==> config.mk <==
export PLATFORM = sky130hd
export DESIGN_NAME = lbc_cell
export DESIGN_NICKNAME = d
export VERILOG_FILES = /design/src/sv/lbc_pkg.sv /design/src/sv/lbc_cell.sv
export SDC_FILE = /design/constraint.sdc
export NUM_CORES = 1
export LEC_CHECK = 0
export CORE_MARGIN = 8
export CORE_UTILIZATION = 40
export DETAILED_ROUTE_END_ITERATION = 8
export DONT_BUFFER_PORTS = 1
export GPL_TIMING_DRIVEN = 1
export PLACE_DENSITY = 0.6
export SLEW_MARGIN = 0
export SYNTH_ARGS = -nofsm -noshare
export SYNTH_HDL_FRONTEND = slang
export SYNTH_SLANG_ARGS = --single-unit
export TNS_END_PERCENT = 50
==> constraint.sdc <==
create_clock -name clk -period 2.4 [get_ports clk]
set_clock_uncertainty 0.15 [all_clocks]
set_input_delay 0.48 -clock clk [delete_from_list [all_inputs] [get_ports clk]]
set_output_delay 0.48 -clock clk [all_outputs]
set_load 0.1 [all_outputs]
==> src/sv/lbc_pkg.sv <==
// lbc_pkg: shared types and codes of the LRU block cache.
// Used by lbc_cell, lru_block_cache and lbc_checker; no dependencies.
`default_nettype none
package lbc_pkg;
  localparam int TAG_W = 12;
  localparam int IDX_W = 12;
  localparam logic [31:0] SAT32 = 32'hFFFF_FFFF;

  localparam logic [1:0] OP_LOOKUP = 2'd0;
  localparam logic [1:0] OP_UPDATE = 2'd1;
  localparam logic [1:0] OP_INSERT = 2'd2;
  localparam logic [1:0] OP_BAD    = 2'd3;

  localparam logic [1:0] ST_HIT  = 2'd0;
  localparam logic [1:0] ST_MISS = 2'd1;
  localparam logic [1:0] ST_REJ  = 2'd2;

  localparam logic [1:0] CFG_ENABLE  = 2'd0;
  localparam logic [1:0] CFG_ENTRIES = 2'd1;

  typedef struct packed {
    logic             vld;
    logic [TAG_W-1:0] tag;
    logic             found;
    logic [IDX_W-1:0] fidx;
    logic [31:0]      btime;
    logic [IDX_W-1:0] bidx;
  } scan_t;

  typedef struct packed {
    logic             clr;
    logic             en;
    logic [IDX_W-1:0] idx;
    logic             set_tag;
    logic [TAG_W-1:0] tag;
    logic [31:0]      stamp;
  } cwr_t;

  typedef enum logic [2:0] {
    S_IDLE   = 3'b001,
    S_SCAN   = 3'b010,
    S_STREAM = 3'b100
  } state_t;
endpackage
`default_nettype wire

==> src/sv/lbc_cell.sv <==
// lbc_cell: one cache entry (valid, tag, timestamp) and one stage of the search chain.
// Depends on lbc_pkg.
`default_nettype none
module lbc_cell import lbc_pkg::*; #(
  parameter int IDX = 0
) (
  input  logic           clk,
  input  logic           rst_n,
  input  logic [IDX_W:0] live,
  input  cwr_t           cw,
  input  scan_t          si,
  output scan_t          so
);
  logic             valid_r;
  logic [TAG_W-1:0] tag_r;
  logic [31:0]      time_r;
  scan_t            so_r, so_nxt;
  logic             act;

  assign act = ((IDX_W+1)'(IDX) < live);
  assign so  = so_r;

  always_comb begin
    so_nxt = si;
    if (si.vld && act) begin
      if (!si.found && valid_r && (tag_r == si.tag)) begin
        so_nxt.found = 1'b1;
        so_nxt.fidx  = IDX_W'(IDX);
      end
      if (time_r < si.btime) begin
        so_nxt.btime = time_r;
        so_nxt.bidx  = IDX_W'(IDX);
      end
    end
  end

  always_ff @(posedge clk) begin
    if (!rst_n) begin
      so_r    <= '0;
      valid_r <= 1'b0;
      time_r  <= '0;
    end else begin
      so_r <= so_nxt;
      if (cw.clr) begin
        valid_r <= 1'b0;
        time_r  <= '0;
      end else if (cw.en && (cw.idx == IDX_W'(IDX))) begin
        time_r <= cw.stamp;
        if (cw.set_tag) begin
          valid_r <= 1'b1;
        end
      end
    end
  end

  always_ff @(posedge clk) begin
    if (!cw.clr && cw.en && cw.set_tag && (cw.idx == IDX_W'(IDX))) begin
      tag_r <= cw.tag;
    end
  end
endmodule
`default_nettype wire

==> flow_metrics.tcl, run 1 <==
set metrics [dict create \
    crit_type "flip-flop to flip-flop" \
    hold_class "input pin to flip-flop" \
    pwr-share-seq 0.387 \
    final_util 0.544 \
    worst_pin_slew_ns 0.566 \
    synth_edf_count 12 \
    dieWidth_um 126 \
    via_per_inst 5.01 \
    gp_congestion 0.758 \
    drt-pass1-iter-count 5 \
    reg2reg_to "so[9]" \
    reg2reg_depth 8 \
    grt_first_pass_wirelength_mm 20.8 \
    drtAntennaViolNets 0 \
    fp.dieH_um 126 \
    max-vdd-ir-drop_mv 0.616 \
    setup_viol 0 \
    crit_fanout 7 \
    final_layout_size_suffix_gt1_frac 0.239 \
    grt.total_usage 0.171 \
    path_depth 8 \
    grt-ovfl-total 0 \
    wire_per_inst_um 18.1 \
    drc_errors 0 \
    nNetsFinal 781 \
    final.setup.tns_ns 0 \
    grt_antenna_before_repair 1 \
    cts_tree "yes" \
    leakagePower_nw 2.86 \
    critPathMaxStageDelay_ns 0.37 \
    synth_ff_type "dfxtp_1" \
    syn_to_final_growth_pct 33.7 \
    p_sw_mw 1.42 \
    clockBufferDepth 2 \
    yosys_warnings 0 \
    status "completed" \
    die_area_um2 15900 \
    rsz0062_at_grt "true" \
    cp-end-kind "flip-flop" \
    combinationalPowerShare 0.132 \
    final_cell_mix "nand2_1, dfxtp_1, buf_4" \
    cts-root-buf "clkbuf_16" \
    clock_latency_ns 0.42 \
    p_clk_frac 0.482 \
    ios 214 \
    p_int_mw 3.78 \
    synth_cells 515 \
    fmax_ghz 0.426 \
    async_reset_ff_frac 0 \
    synth.avg_cell_area_um2 9.41 \
    clock_sinks 115 \
    htree_levels 4 \
    layout_min_cycle_time_ns 2.35 \
    syn_nets 690 \
    crit_chain "ha_4 > a2111oi_4 > o32a_1 > nand3_2 > a2111oi_4 > buf_6 > clkbuf_16 > and3b_1" \
    routed_wl_mm 13.9 \
    slew-limit-headroom 0.622 \
    timing.rr.start "time_r[1]" \
    required_ns 2.56 \
    crit_top_cell "a2111oi_4" \
    worstPathArrival_ns 2.50 \
    post-route-period-util 0.979 \
    grt_pass1_vias 3989 \
    drt-initial-drc-count 188 \
    synth_seq_cells 115 \
    hold_viol_final 0 \
    yosysUniqueCellTypes 37 \
    vias 3838 \
    drv_slew 0 \
    port_buffers 0 \
    slowest_stage "dfxtp_2" \
    cp-start-kind "flip-flop" \
    clk_pin_slew_ns 0.06 \
    synth_seq_area_share 0.500 \
    fp-row-count 40 \
    cp-endpoint "so[9]" \
    cp.buffers_inverters 2 \
    netlist_area_um2 4850 \
    crit_start "time_r[1]" \
    swShare 0.273 \
    core_area_um2 11900 \
    p_per_area_nw_per_um2 802 \
    numCtsBuffers 17 \
    grt_max_degree 93 \
    n_antenna_cell 0 \
    dp_hpwl_mm 10.0 \
    r2r_slack_ns 0.05 \
    p_total_mw 5.20 \
    maxCapViolations 0 \
    start_util 0.407 \
    layout_commonest_cell "nand2_1" \
    path_delay_family "compound AO/OA/AOI/OAI gates" \
]
==> registers in the layout (all words and copies together), names as in the netlist <==
| signal | flops |
|---|---|
| valid_r | 1 |
| time_r | 32 |
| tag_r | 12 |
| so | 70 |
==> layout make-up <==
cell class / count / area [um2]
multi-input combinational: 341 / 2290
timing repair buffer: 97 / 850
fill: 1057 / 5430
clock inverter: 12 / 131
inverter: 34 / 128
sequential: 115 / 2430
tap: 147 / 184
clock buffer: 20 / 467
==> per-layer routing <==
metal	global-route usage	wire, um	up-vias
met4	0.0644	152	2
li1	-	-	1887
met2	0.299	7230	126
met5	0	13	-
met3	0.0962	1400	16
met1	0.164	5090	1807
==> metrics by stage <==
| stage | instance area [um2] | hold WS, ns | cells | setup WS, ns |
|---|---|---|---|---|
| 3_3_place_gp | 5540 | 0.311 | 717 | -0.179 |
| 3_5_place_dp | 5540 | 0.318 | 717 | -0.238 |
| 4_1_cts | 6300 | 0.0127 | 763 | -0.00293 |
| 6_report | 6480 | 0.0324 | 766 | 0.0512 |
| 5_1_grt | 6480 | 0.00863 | 766 | -0.0514 |
| 2_1_floorplan | 4860 | 0.287 | 515 | 0.00495 |
==> synthesized netlist by cell type, types with 5 or more instances <==
| cell | n | area share |
|---|---|---|
| nor2_1 | 7 | 0.0054 |
| clkbuf_1 | 17 | 0.013 |
| ha_1 | 31 | 0.080 |
| nand2_1 | 136 | 0.11 |
| inv_1 | 33 | 0.026 |
| and2_1 | 25 | 0.032 |
| mux2i_1 | 32 | 0.066 |
| nor4_1 | 5 | 0.0065 |
| a21oi_1 | 44 | 0.045 |
| edfxtp_1 | 12 | 0.074 |
| dfxtp_1 | 103 | 0.43 |
| xor2_1 | 8 | 0.014 |
| and3b_1 | 8 | 0.014 |
==> worst min path at each step <==
| stage | startpoint | end | slack [ns] | cells past startpoint |
|---|---|---|---|---|
| floorplan | valid_r | valid_r | 0.29 | 2 |
| global placement | time_r[0] | time_r[0] | 0.31 | 2 |
| detailed placement | time_r[15] | time_r[15] | 0.32 | 2 |
| CTS | si[69] | so[69] | 0.01 | 1 |
| global route | si[57] | so[57] | 0.009 | 1 |
| finish | si[69] | so[69] | 0.03 | 1 |
==> kinds of logic after synthesis <==
kind of cell | share of synthesized area
AND/OR/NAND/NOR | 0.206
flip-flops | 0.500
buffers and inverters | 0.0519
AO/OA/AOI/OAI | 0.0743
multiplexers | 0.0661
adder cells (fa/ha/maj) | 0.0800
XOR/XNOR | 0.0217
==> power groups by stage <==
stage | clock network, mW | registers (mW) | logic, mW
5_1_grt | 2.65 | 2.01 | 0.713
3_3_place_gp | 0 | 2.05 | 0.633
4_1_cts | 2.56 | 2.01 | 0.668
6_report | 2.51 | 2.01 | 0.685
2_1_floorplan | 0 | 2.43 | 0.152
3_5_place_dp | 0 | 2.05 | 0.640
==> repair_timing <==
action,4_1_cts,5_1_grt
cloned,1,2
pin swaps,5,8
setup endpoints to repair,44,44
hold endpoints to repair,12,0
gates resized for setup,5,24
hold buffers,12,0
setup buffers,1,1
(Power assumes the default switching activity.)
==> inputs of run 2 (changes only) <==
Settings changed: CORE_ASPECT_RATIO set to 0.9, PLACE_DENSITY 0.6 to 0.58.
Clock period 2.4 ns to 2.48 ns, I/O delays scaled along.
==> run 2 against run 1 <==
Sequential cell count stayed put. Routed wire length is 3.7% lower. Register-to-register slack about the same. Count of clock-buffer cells in the layout rose by 2. Worst hold slack better by 0.0021 ns. Sequential power decreased by 3%. Core utilization shrank 1.1 points. Highest routed layer is now met4.
==> flow_metrics.tcl, run 2 (same netlist as run 1, synthesis figures left out) <==
set metrics [dict create \
    status "completed" \
    cp-start-kind "flip-flop" \
    core_area_um2 11900 \
    required_ns 2.66 \
    dp_hpwl_mm 9.86 \
    routed_wl_mm 13.4 \
    wire_per_inst_um 17.4 \
    grt.total_usage 0.162 \
    cts_hold_buf 0 \
    vias 3714 \
    crit_fanout 8 \
    p_total_mw 5.14 \
    ios 214 \
    clockBufferDepth 2 \
    worstPathArrival_ns 2.61 \
    drc_errors 0 \
    gp_congestion 0.744 \
    htree_levels 4 \
    crit_type "flip-flop to flip-flop" \
    grt_antenna_before_repair 0 \
    hold_class "input pin to flip-flop" \
    nNetsFinal 769 \
    final_cell_mix "nand2_1, dfxtp_1, buf_4" \
    drtAntennaViolNets 0 \
    cts-root-buf "clkbuf_16" \
    syn_to_final_growth_pct 31.3 \
    dp_worst_setup_slack_ns -0.163 \
    fmax_ghz 0.411 \
    max-vdd-ir-drop_mv 0.624 \
    final_util 0.533 \
    drt-initial-drc-count 166 \
    hold_viol_final 0 \
    cp.buffers_inverters 3 \
    crit_chain "ha_4 > a21o_1 > a21oi_2 > o32a_1 > nand3_2 > a2111oi_4 > buf_4 > buf_6 > buf_12 > mux2i_1" \
    drt-pass1-iter-count 4 \
    drv_slew 0 \
    port_buffers 0 \
    clk_pin_slew_ns 0.05 \
    critPathMaxStageDelay_ns 0.39 \
    setup_viol 0 \
    final.setup.tns_ns 0 \
    fp-row-count 38 \
    grt_pass1_vias 3838 \
    cts_tree "yes" \
    maxCapViolations 0 \
    post-route-period-util 0.980 \
    n_antenna_cell 0 \
    die_area_um2 15900 \
    final_layout_size_suffix_gt1_frac 0.231 \
    layout_commonest_cell "nand2_1" \
    dieWidth_um 132 \
    cp-end-kind "flip-flop" \
    setup_ws_ns 0.0487 \
    holdWs_ns 0.0345 \
    start_util 0.406 \
    numCtsBuffers 17 \
    slew-limit-headroom 0.604 \
    largest_reg_flops 70 \
    clock_sinks 115 \
    grt_max_degree 93 \
    clock_latency_ns 0.41 \
    via_per_inst 4.84 \
    grt_first_pass_wirelength_mm 20.1 \
    layout_min_cycle_time_ns 2.43 \
    p_per_area_nw_per_um2 808 \
    grt-ovfl-total 0 \
    path_delay_family "compound AO/OA/AOI/OAI gates" \
    leakagePower_nw 2.82 \
    slowest_stage "dfxtp_1" \
    fp.dieH_um 120 \
    worst_pin_slew_ns 0.593 \
]
[run 2: changes by cell type in the layout (fill, tap and decap cells not counted), sizes merged]
cell,delta
clkinvlp,-3
dlygate4sd3,-12
buf,+1
clkbuf,+1
clkinv,-1
bufinv,+2
[run 2: worst paths after layout]
check / startpoint / end / slack, ns / cells past startpoint
setup / recovery: time_r[13] / so[32] / 0.05 / 10
hold / removal: cw[36] / tag_r[4] / 0.03 / 0
setup reg to reg: time_r[13] / so[32] / 0.05 / 10
hold reg to reg: time_r[28] / time_r[28] / 0.32 / 2
[run 2: final cells by class]
type                            count  area (um2)
Tap cell                          160         200
Fill cell                        1105        5570
Timing Repair Buffer               85         692
Clock inverter                     10         153
Clock buffer                       22         475
Sequential cell                   115        2430
Inverter                           34         128
Multi-Input combinational cell    341        2290
[run 2: where the power goes]
group / total (mW) / internal [mW] / switching, mW
registers: 1.95 / 1.93 / 0.0141
clock network: 2.56 / 1.76 / 0.806
logic: 0.637 / 0.158 / 0.479
total: 5.14 / 3.84 / 1.30
[run 2: per-stage QoR]
stage / cell area [um2] / cells
after floorplan: 4860 / 515
after global placement: 5580 / 732
after detailed placement: 5580 / 732
after CTS: 6210 / 764
after global routing: 6360 / 767
final: 6360 / 767
[run 2: worst reg2reg max path, delay by kind of cell (launching register included)]
family | cells | cell delay (ns)
mux | 1 | 0.20
simple gates | 1 | 0.11
flops | 1 | 0.39
compound gates | 4 | 0.81
buf+inv | 3 | 0.47
fa+ha+maj | 1 | 0.22
[run 2: repair_timing]
item / in CTS / in global routing
setup endpoints to repair: 0 / 37
setup buffers: 0 / 1
gates resized for setup: 0 / 24
[run 2: per-layer routing]
metal	track usage	routed length (um)
met1	0.167	5240
met2	0.284	6800
met3	0.0759	1190
met4	0.0602	140
met5	0	0
==> inputs of run 3 (changes only) <==
Settings changed: GPL_TIMING_DRIVEN 1 to 0.
==> run 3 against run 2 <==
Via count is 4.8% lower. Power is 5.5% lower. First-iteration DRC count increased by 14%. Highest routed layer unchanged. Sequential power increased by 19%. Register-to-register slack improved by 0.05 ns. Sequential cell count unchanged.
==> flow_metrics.tcl, run 3 (same netlist as run 1, synthesis figures left out) <==
set metrics [dict create \
    status "completed" \
    die_area_um2 15900 \
    slew-limit-headroom 0.332 \
    crit_fanout 7 \
    slowest_stage "dfxtp_1" \
    clockBufferDepth 2 \
    fill_cells 1163 \
    p_int_mw 3.56 \
    grt_first_pass_wirelength_mm 19.6 \
    holdWs_ns 0.0262 \
    n_antenna_cell 0 \
    p_total_mw 4.86 \
    ios 214 \
    regArea_um2 2430 \
    clock_latency_ns 0.41 \
    syn_to_final_growth_pct 20.1 \
    finalNonFillerCells 710 \
    grt.total_usage 0.160 \
    gp_congestion 0.781 \
    numCtsBuffers 17 \
    drt-initial-drc-count 189 \
    clk_pin_slew_ns 0.05 \
    max-vdd-ir-drop_mv 0.405 \
    p_sw_mw 1.30 \
    fp-row-count 38 \
    cp-start-kind "flip-flop" \
    worstPathArrival_ns 2.56 \
    grt-ovfl-total 0 \
    via_per_inst 4.98 \
    multiInputGateArea_um2 2270 \
    dieWidth_um 132 \
    final_cell_mix "nand2_1, dfxtp_1, a21oi_1" \
    drtAntennaViolNets 0 \
    required_ns 2.66 \
    layout_commonest_cell "nand2_1" \
    final.setup.tns_ns 0 \
    grt_max_degree 17 \
    routed_wl_mm 13.2 \
    hold_class "input pin to flip-flop" \
    vias 3535 \
    layout_min_cycle_time_ns 2.38 \
    hold_viol_final 0 \
    p_clk_frac 0.477 \
    maxCapViolations 0 \
    crit_type "flip-flop to flip-flop" \
    final_util 0.488 \
    grt_antenna_before_repair 0 \
    port_buffers 0 \
    cp-end-kind "flip-flop" \
    start_util 0.406 \
    wire_per_inst_um 18.5 \
    drc_errors 0 \
    crit_chain "ha_1 > and4_1 > nand3_1 > o32a_1 > nand3_2 > a2111oi_4 > buf_6 > buf_12 > mux2i_2" \
    worst_pin_slew_ns 1.00 \
    leakagePower_nw 2.43 \
    fp.dieH_um 120 \
    largest_reg_flops 70 \
    dp_hpwl_mm 10.1 \
    grt_pass1_vias 3593 \
    cts-root-buf "clkbuf_16" \
    swShare 0.267 \
    drv_slew 0 \
    setup_viol 0 \
    pwr-share-seq 0.479 \
    final_layout_size_suffix_gt1_frac 0.115 \
    critPathMaxStageDelay_ns 0.33 \
    p_per_area_nw_per_um2 835 \
    cts_tree "yes" \
    combinationalPowerShare 0.044 \
    htree_levels 4 \
    post-route-period-util 0.960 \
    clock_sinks 115 \
    drt-pass1-iter-count 4 \
    nNetsFinal 712 \
    dpl.cell_count 675 \
    core_area_um2 11900 \
    fmax_ghz 0.420 \
]
[run 3: cell count changes in the layout (fill, tap and decap cells not counted), moves of 2 or more]
cell / before / now
clkbuf_1: 3 / 21
buf_4: 79 / 1
dfxtp_2: 2 / 5
buf_1: 0 / 3
mux2i_2: 0 / 4
clkbuf_8: 1 / 6
mux2i_1: 32 / 28
dfxtp_1: 100 / 98
bufinv_16: 4 / 1
[run 3: critical path: cells and delay by family (launching register included)]
family	cells	cell delay, ns
AO/OA/AOI/OAI	2	0.48
AND/OR/NAND/NOR	3	0.44
buffers and inverters	2	0.38
flip-flops	1	0.33
adder cells (fa/ha/maj)	1	0.29
multiplexers	1	0.22
[run 3: power by group through the flow]
stage	Clock [mW]	Sequential (mW)	Combinational (mW)
final	2.32	2.33	0.212
after global routing	2.44	2.33	0.238
after CTS	2.37	2.33	0.196
after detailed placement	0	2.37	0.187
after global placement	0	2.37	0.184
after floorplan	0	2.36	0.147
[run 3: metrics by stage]
| stage | setup slack, ns | area, um2 |
|---|---|---|
| after floorplan | 0.0196 | 4860 |
| after global placement | -0.480 | 5060 |
| after global routing | -0.0122 | 5820 |
| after detailed placement | -0.531 | 5060 |
| final | 0.0988 | 5820 |
| after CTS | -0.00107 | 5680 |
[run 3: final timing paths]
| kind | startpoint | endpoint | slack, ns | depth (start not counted) |
|---|---|---|---|---|
| min | cw[33] | tag_r[1] | 0.03 | 0 |
| max reg2reg | time_r[10] | so[39] | 0.1 | 9 |
| min reg2reg | time_r[29] | time_r[29] | 0.33 | 2 |
| max | time_r[10] | so[39] | 0.1 | 9 |
[run 3: repair_timing]
action                                  in CTS  in global routing
cloned                                       0                  2
hold buffers                                 0                  0
endpoints found under the setup margin      56                 56
resized for setup                            6                 20
pin swaps                                    1                  4
setup buffers                                2                  0
[run 3: cell type report]
cell class | instances | area share
tap | 160 | 0.0344
clock inverter | 5 | 0.00860
inverter | 34 | 0.0219
buffer | 24 | 0.0252
multi-input combinational | 341 | 0.391
clock buffer | 27 | 0.0899
timing repair buffer | 4 | 0.0118
sequential | 115 | 0.417
[run 3: routing by layer]
layer  global-route usage  up-vias  wire [um]
li1                     -     1751          -
met1                0.177     1654       5390
met2                0.261      115       6470
met3               0.0742       15       1080
met4               0.0695        0        223
met5                    0        -          0
